===== src/dwpd_pkg.sv =====
// ----------------------------------------------------------------------------
// dwpd_pkg
// Types and constants of the dual-wiper pot decoder.
// ----------------------------------------------------------------------------
package dwpd_pkg;

  localparam int unsigned DIV_NUM_W = 36;
  localparam int unsigned DIV_DEN_W = 20;
  localparam int unsigned CFG_IDX_W = 4;

  localparam logic signed [31:0] ONE_Q      = 32'sd65536;
  localparam logic signed [31:0] TWO_Q      = 32'sd131072;
  localparam logic signed [31:0] WRAP_LIM   = 32'sd117965;
  localparam logic signed [32:0] RATE_NUM   = 33'sd500000;
  localparam logic signed [31:0] S32_MAX    = 32'sh7FFF_FFFF;
  localparam logic signed [31:0] S32_MIN    = 32'sh8000_0000;
  localparam logic [63:0]        GAIN_LIMIT = 64'h0000_7FFF_0000_0000;

  localparam logic [2:0]  RST_MODE   = 3'd0;
  localparam logic [16:0] RST_DZ     = 17'd0;
  localparam logic [30:0] RST_THR    = 31'd0;
  localparam logic [30:0] RST_FAC    = 31'd0;
  localparam logic signed [31:0] RST_STEP  = 32'sd65536;
  localparam logic [16:0] RST_SMOOTH = 17'd65536;
  localparam logic signed [31:0] RST_LOWER = -32'sd65536;
  localparam logic signed [31:0] RST_UPPER = 32'sd65536;

  localparam logic [CFG_IDX_W-1:0] CFG_MODE      = 4'd0;
  localparam logic [CFG_IDX_W-1:0] CFG_DEAD_ZONE = 4'd1;
  localparam logic [CFG_IDX_W-1:0] CFG_ACC_THR   = 4'd2;
  localparam logic [CFG_IDX_W-1:0] CFG_ACC_FAC   = 4'd3;
  localparam logic [CFG_IDX_W-1:0] CFG_STEP      = 4'd4;
  localparam logic [CFG_IDX_W-1:0] CFG_SMOOTH    = 4'd5;
  localparam logic [CFG_IDX_W-1:0] CFG_LOWER     = 4'd6;
  localparam logic [CFG_IDX_W-1:0] CFG_UPPER     = 4'd7;

  typedef enum logic [4:0] {
    S_IDLE, S_PRE, S_DA, S_DAW, S_DBW, S_T12, S_W, S_M1, S_M2, S_T3,
    S_RN, S_RD, S_RW, S_ACC, S_SQ, S_HF, S_LF, S_GN, S_DG, S_DGR,
    S_STEP, S_NV, S_SM1, S_SM2, S_FIN
  } dwpd_state_t;

endpackage


===== src/dwpd_div.sv =====
// ----------------------------------------------------------------------------
// dwpd_div
// Unsigned restoring divider, one quotient bit per cycle.
// ----------------------------------------------------------------------------
module dwpd_div
  import dwpd_pkg::*;
(
  input  logic                 clk,
  input  logic                 rst_n,
  input  logic                 start,
  input  logic [DIV_NUM_W-1:0] num,
  input  logic [DIV_DEN_W-1:0] den,
  output logic                 done,
  output logic [DIV_NUM_W-1:0] quo
);

  localparam int unsigned CW = $clog2(DIV_NUM_W);
  localparam logic [CW-1:0] LAST = CW'(DIV_NUM_W - 1);

  logic                 busy_r, done_r;
  logic [CW-1:0]        cnt_r;
  logic [DIV_DEN_W-1:0] rem_r, den_r;
  logic [DIV_NUM_W-1:0] quo_r;
  logic [DIV_DEN_W:0]   shifted, diff;
  logic                 ge;

  assign shifted = {rem_r, quo_r[DIV_NUM_W-1]};
  assign diff    = shifted - {1'b0, den_r};
  assign ge      = shifted >= {1'b0, den_r};

  always_ff @(posedge clk) begin
    if (!rst_n) begin
      busy_r <= 1'b0;
      done_r <= 1'b0;
      cnt_r  <= '0;
    end else begin
      done_r <= 1'b0;
      if (start && !busy_r) begin
        busy_r <= 1'b1;
        cnt_r  <= '0;
      end else if (busy_r) begin
        cnt_r <= cnt_r + 1'b1;
        if (cnt_r == LAST) begin
          busy_r <= 1'b0;
          done_r <= 1'b1;
        end
      end
    end
  end

  always_ff @(posedge clk) begin
    if (start && !busy_r) begin
      rem_r <= '0;
      den_r <= den;
      quo_r <= num;
    end else if (busy_r) begin
      rem_r <= ge ? diff[DIV_DEN_W-1:0] : shifted[DIV_DEN_W-1:0];
      quo_r <= {quo_r[DIV_NUM_W-2:0], ge};
    end
  end

  assign done = done_r;
  assign quo  = quo_r;

endmodule


===== config.mk =====
export PLATFORM = sky130hd
export DESIGN_NAME = dwpd_div
export DESIGN_NICKNAME = d
export VERILOG_FILES = /design/src/dwpd_pkg.sv /design/src/dwpd_div.sv
export SDC_FILE = /design/constraint.sdc
export NUM_CORES = 1
export LEC_CHECK = 0
export ABC_AREA = 1
export BUFFER_PORTS_ARGS = -buffer_cell sky130_fd_sc_hd__buf_4
export CAP_MARGIN = 20
export CORE_UTILIZATION = 30
export DETAILED_ROUTE_END_ITERATION = 7
export PLACE_DENSITY = 0.54
export SLEW_MARGIN = 20
export SYNTH_ARGS = -nofsm -noshare
export SYNTH_HDL_FRONTEND = slang
export SYNTH_SLANG_ARGS = --single-unit

===== constraint.sdc =====
create_clock -name clk -period 2.38 [get_ports clk]
set_clock_uncertainty 0.1 [all_clocks]
set_input_delay 0.119 -clock clk [delete_from_list [all_inputs] [get_ports clk]]
set_output_delay 0.119 -clock clk [all_outputs]
set_load 0.005 [all_outputs]

Word-level counts from Yosys, hierarchy flattened
Cells that the tools add are included.

Bits in registers: 84. Output and inout bits: 37.

Add/sub/neg operators: 2. Order comparisons: 1. Eq/ne operators: 1. Mux-type cells: 7. Bitwise gates (word level): 2. Reduce and logical (&&, ||, !) cells: 5.

Operator list (count): 36-bit 2-to-1 mux (2); 21-bit by 20-bit >= comparator with 1-bit output (1); 20-bit 2-to-1 mux (1); 20-bit subtractor (1); 6-bit by 1-bit adder with 6-bit output (second input constant) (1); 6-bit == test (second input constant) (1); 1-bit 2-to-1 mux (4); 3-bit OR reduction (1); 1-bit inverter (2); 2-bit nonzero test (1); 2-bit OR reduction (1); 1-bit logical AND (1); 1-bit zero test (1).

Depth between registers and ports, before layout
Depth in word-level cells: 4. Mapped depth: 14. Depth with buffers taken out: 14.

Worst setup path after synthesis
OpenSTA, ideal clock, no wires.

Path kind: register -> register. Start: reg busy_r. End: reg den_r[0], enable pin. Library setup time: 392 ps. Arrival: 1441 ps. Slack: 448 ps. Stages on the path, launching flop included: 3. Buffers on the path: 1. Cells stage by stage: dfxtp_1 nor2_1 clkbuf_1.

Word-level cells in the longest chain between the ends: 2.

Ends and longest elaborated chain: from (decl) (line dwpd_div.sv:20) `logic busy_r, done_r;`; from (signal assigned) (line dwpd_div.sv:33) `busy_r <= 1'b0;`; from (signal assigned) (line dwpd_div.sv:39) `busy_r <= 1'b1;`; from (signal assigned) (line dwpd_div.sv:44) `busy_r <= 1'b0;`; 1-bit zero test (line dwpd_div.sv:52) `if (start && !busy_r) begin`; 1-bit logical AND (line dwpd_div.sv:52); to (signal assigned) (line dwpd_div.sv:54) `den_r <= den;`; to (decl) (line dwpd_div.sv:22) `logic [DIV_DEN_W-1:0] rem_r, den_r;`.

No other way between the ends. A chain may end at the register's enable or synchronous reset.

Worst setup path after layout
Start: reg den_r[4]. End: reg rem_r[4].

Word-level cells in the longest chain between the ends: 2. Elaborated cells on any way between the ends: 3. Those cells by class: 1 x add/sub; 1 x order compare; 1 x mux.

Ends and longest elaborated chain: 20-bit subtractor / 21-bit by 20-bit >= comparator with 1-bit output (equally long branches) (line dwpd_div.sv:28, dwpd_div.sv:29); 20-bit 2-to-1 mux * (line dwpd_div.sv:57) `rem_r <= ge ? diff[DIV_DEN_W-1:0] : shifted[DIV_DEN_W-1:0];`; to (signal assigned) (line dwpd_div.sv:57); to (decl) (line dwpd_div.sv:22).

Every way passes the cells marked *; elsewhere a longest branch is shown, timed or not.

==> impl_metrics.yaml <==
routing:
  drt_iter0_drc: 262
  vias: 4483
  dr.pass1.iters: 5
  finalWirelength_um: 12680
  detail-route-antenna-nets: 0
  avgViaCountPerCell: 4.382
  post_drt_wl_per_cell_um: 12.39
  drc: 0
timing:
  tightest_slew_ns: 0.6632
  setup_tns_ns: 0
  hold_violations: 0
  fin_crit_sh_pct: 91.31
  rsz0062_at_grt: "no"
  report.final.slew_viol_count: 0
  maxSlewHeadroom_pct: 55.78
  max_freq_ghz: 0.4602
  setup_violations: 0
  final.min_clock_period_ns: 2.173
yosys:
  post_synth_num_cell_types: 37
  ys_async_sr_fraction_pct: 0
  avgSynthCellArea_um2: 7.736
  synthesis.area_mm2: 0.004982
  synth_edf_count: 56
  synth_largest_area_cell: "edfxtp_1"
  synthFlopType: "edfxtp_1"
  post-synth-top-count-cell: "nand2_1"
  synth.top_cells.by_area: "edfxtp_1, nand2_1, dfxtp_1"
  ys_ff_latch: 84
  synthCells: 644
  synth_nets: 725
  yosysSeqAreaShare_pct: 45.00
  synth_top_area_share_pct: 33.75
  yosysWarnings: 0
  ys_top_cells_by_count: "nand2_1, inv_1, edfxtp_1"
global_routing:
  grt_first_pass_wirelength_um: 20920
  use_met2_pct: 26.74
  antenna_found_initial: 0
  grt_busiest_layer: "met2"
  met3_usage_pct: 4.723
  grt_pass1_vias: 4323
  overflow: 0
  gr-usage-met1_pct: 19.96
  grt_max_degree: 56
  grt.total_usage_pct: 15.98
clock_network:
  htreeDepth: 3
  cts_sinks: 84
  clkLatencyLatePin_ns: 0.35
  cts_tree: "built"
  clkSlewWorstSetupHoldPaths_ns: 0.06
  root_buffer: "clkbuf_16"
  ctsResizeCount: 0
  cts_buffers: 9
  clk_path_buf_depth: 2
cells_and_area:
  seq_area_mm2: 0.002242
  multiInputGateArea_mm2: 0.002270
  drive_gt1_share_pct: 20.20
  syn2layout_area_growth_pct: 37.04
  antenna_cells: 0
  nets: 883
  final_cells: 1023
  nFillCells: 1663
power_and_ir_drop:
  power_density_mw_per_mm2: 983.5
  p_leak_nw: 3.362
  vdd_drop_max_v: 0.0004590
floorplanning:
  start_util_pct: 31.03
  fp.dieH_um: 130.9
  row_count: 46
  dieArea_mm2: 0.01713
  core_mm2: 0.01606
  fp.dieW_um: 130.9
  top_level_ports: 96
setup_path:
  critPathMaxStageDelay_ns: 0.35
  crit_fanout: 17
  critical_path_class: "reg -> reg"
  critPathMostFrequentCell: "nand2_1"
  worst_path_max_delay_cell: "ha_1"
  reg2reg_depth: 14
  critical_path_arrival_ns: 2.28
  worstPathCellList: "inv_1, ha_1, nand2_1, nor2_2, nand2_1, nor2_2, nand2_1, nand2_2, nor2_4, buf_12, nand2_8, nand2_1, nand3_1, o21ai_0"
  start_kind: "register"
  cp-end-kind: "register"
  crit_required_ns: 2.49
placement:
  dp_cells: 948
  detailed_place_hpwl_um: 8962
  io_buffers: 95
  gp_congestion: 0.8524
min_path:
  hold_path.class: "in -> reg"
  whs_path_depth: 3
run_status:
  status: "completed"
flow_run:
  drv_cap: 0
[final timing paths]
kind                                 from        end  slack [ns]
worst max-delay path             den_r[4]   rem_r[4]        0.21
worst min-delay path               num[0]     quo[0]        0.08
worst max register to register   den_r[4]   rem_r[4]        0.21
worst min register to register  rem_r[15]  rem_r[15]        0.37
[sequential cells by signal (all words and copies together), names as in the netlist]
signal	cells
den_r	20
quo	36
done	1
cnt_r	6
busy_r	1
rem_r	20
[layout make-up]
type                    instances  area share [%]
well taps                     216           3.958
repair buffers                163           20.16
clock buffers                  10           3.353
flip-flops and latches         84           32.84
multi-input cells             446           33.24
inverters                      98           5.388
clock inverters                 6           1.063
[layout by cell type, fill, tap and decap left out, drive strengths merged, types with 5 or more instances in the layout]
cell type	instances
nand2	266
a21oi	20
inv	100
dlygate4sd3	56
nand3	52
ha	21
nand3b	10
nor3	6
buf	107
edfxtp	56
clkbuf	10
o21ai	14
nor2	35
dfxtp	28
nand4	5
[kinds of logic after synthesis]
kind of cell	count (synthesis)	synth area share (%)
compound gates	36	4.068
xor+xnor	8	1.406
fa+ha+maj	22	5.676
buf+inv	114	9.593
flops	84	45.00
simple gates	380	34.25
[stage by stage]
| stage | util, % | area (µm²) | total power [mW] | hold slack (ns) | setup slack [ns] |
|---|---|---|---|---|---|
| final | 42.52 | 6828 | 6.715 | 0.08306 | 0.2069 |
| after CTS | 42.30 | 6793 | 6.683 | 0.08666 | 0.1562 |
| after floorplan | - | 4982 | 4.389 | 0.1179 | 0.4476 |
| after global routing | 42.52 | 6828 | 7.266 | 0.1079 | 0.001242 |
| after detailed placement | 36.93 | 5931 | 5.126 | 0.1983 | 0.1699 |
| after global placement | 36.93 | 5931 | 5.123 | 0.1980 | 0.1902 |
[power by group]
part / switching, mW / internal (mW)
logic: 1.89 / 1.35
registers: 0.171 / 1.87
clock network: 0.614 / 0.825
[timing repair]
action                     in CTS  in global routing
hold buffers                   56                  0
hold endpoints to repair       57                  0
setup endpoints to repair       0                  1
setup buffers                   0                  3
[critical path: cells and delay by family, from the launching register on]
kind,cells,cell delay [ns]
simple gates,10,0.99
flops,1,0.33
buf+inv,2,0.18
fa+ha+maj,1,0.35
compound gates,1,0.08
[layer usage]
metal	routed length, µm	part of all wire [%]	up-vias
li1	-	-	2353
met1	5964	47	2029
met2	5902	47	92
met3	671	5.3	9
met4	141	1.1	0
met5	0	0	-
No activity file was read; power rests on OpenSTA's default activity.
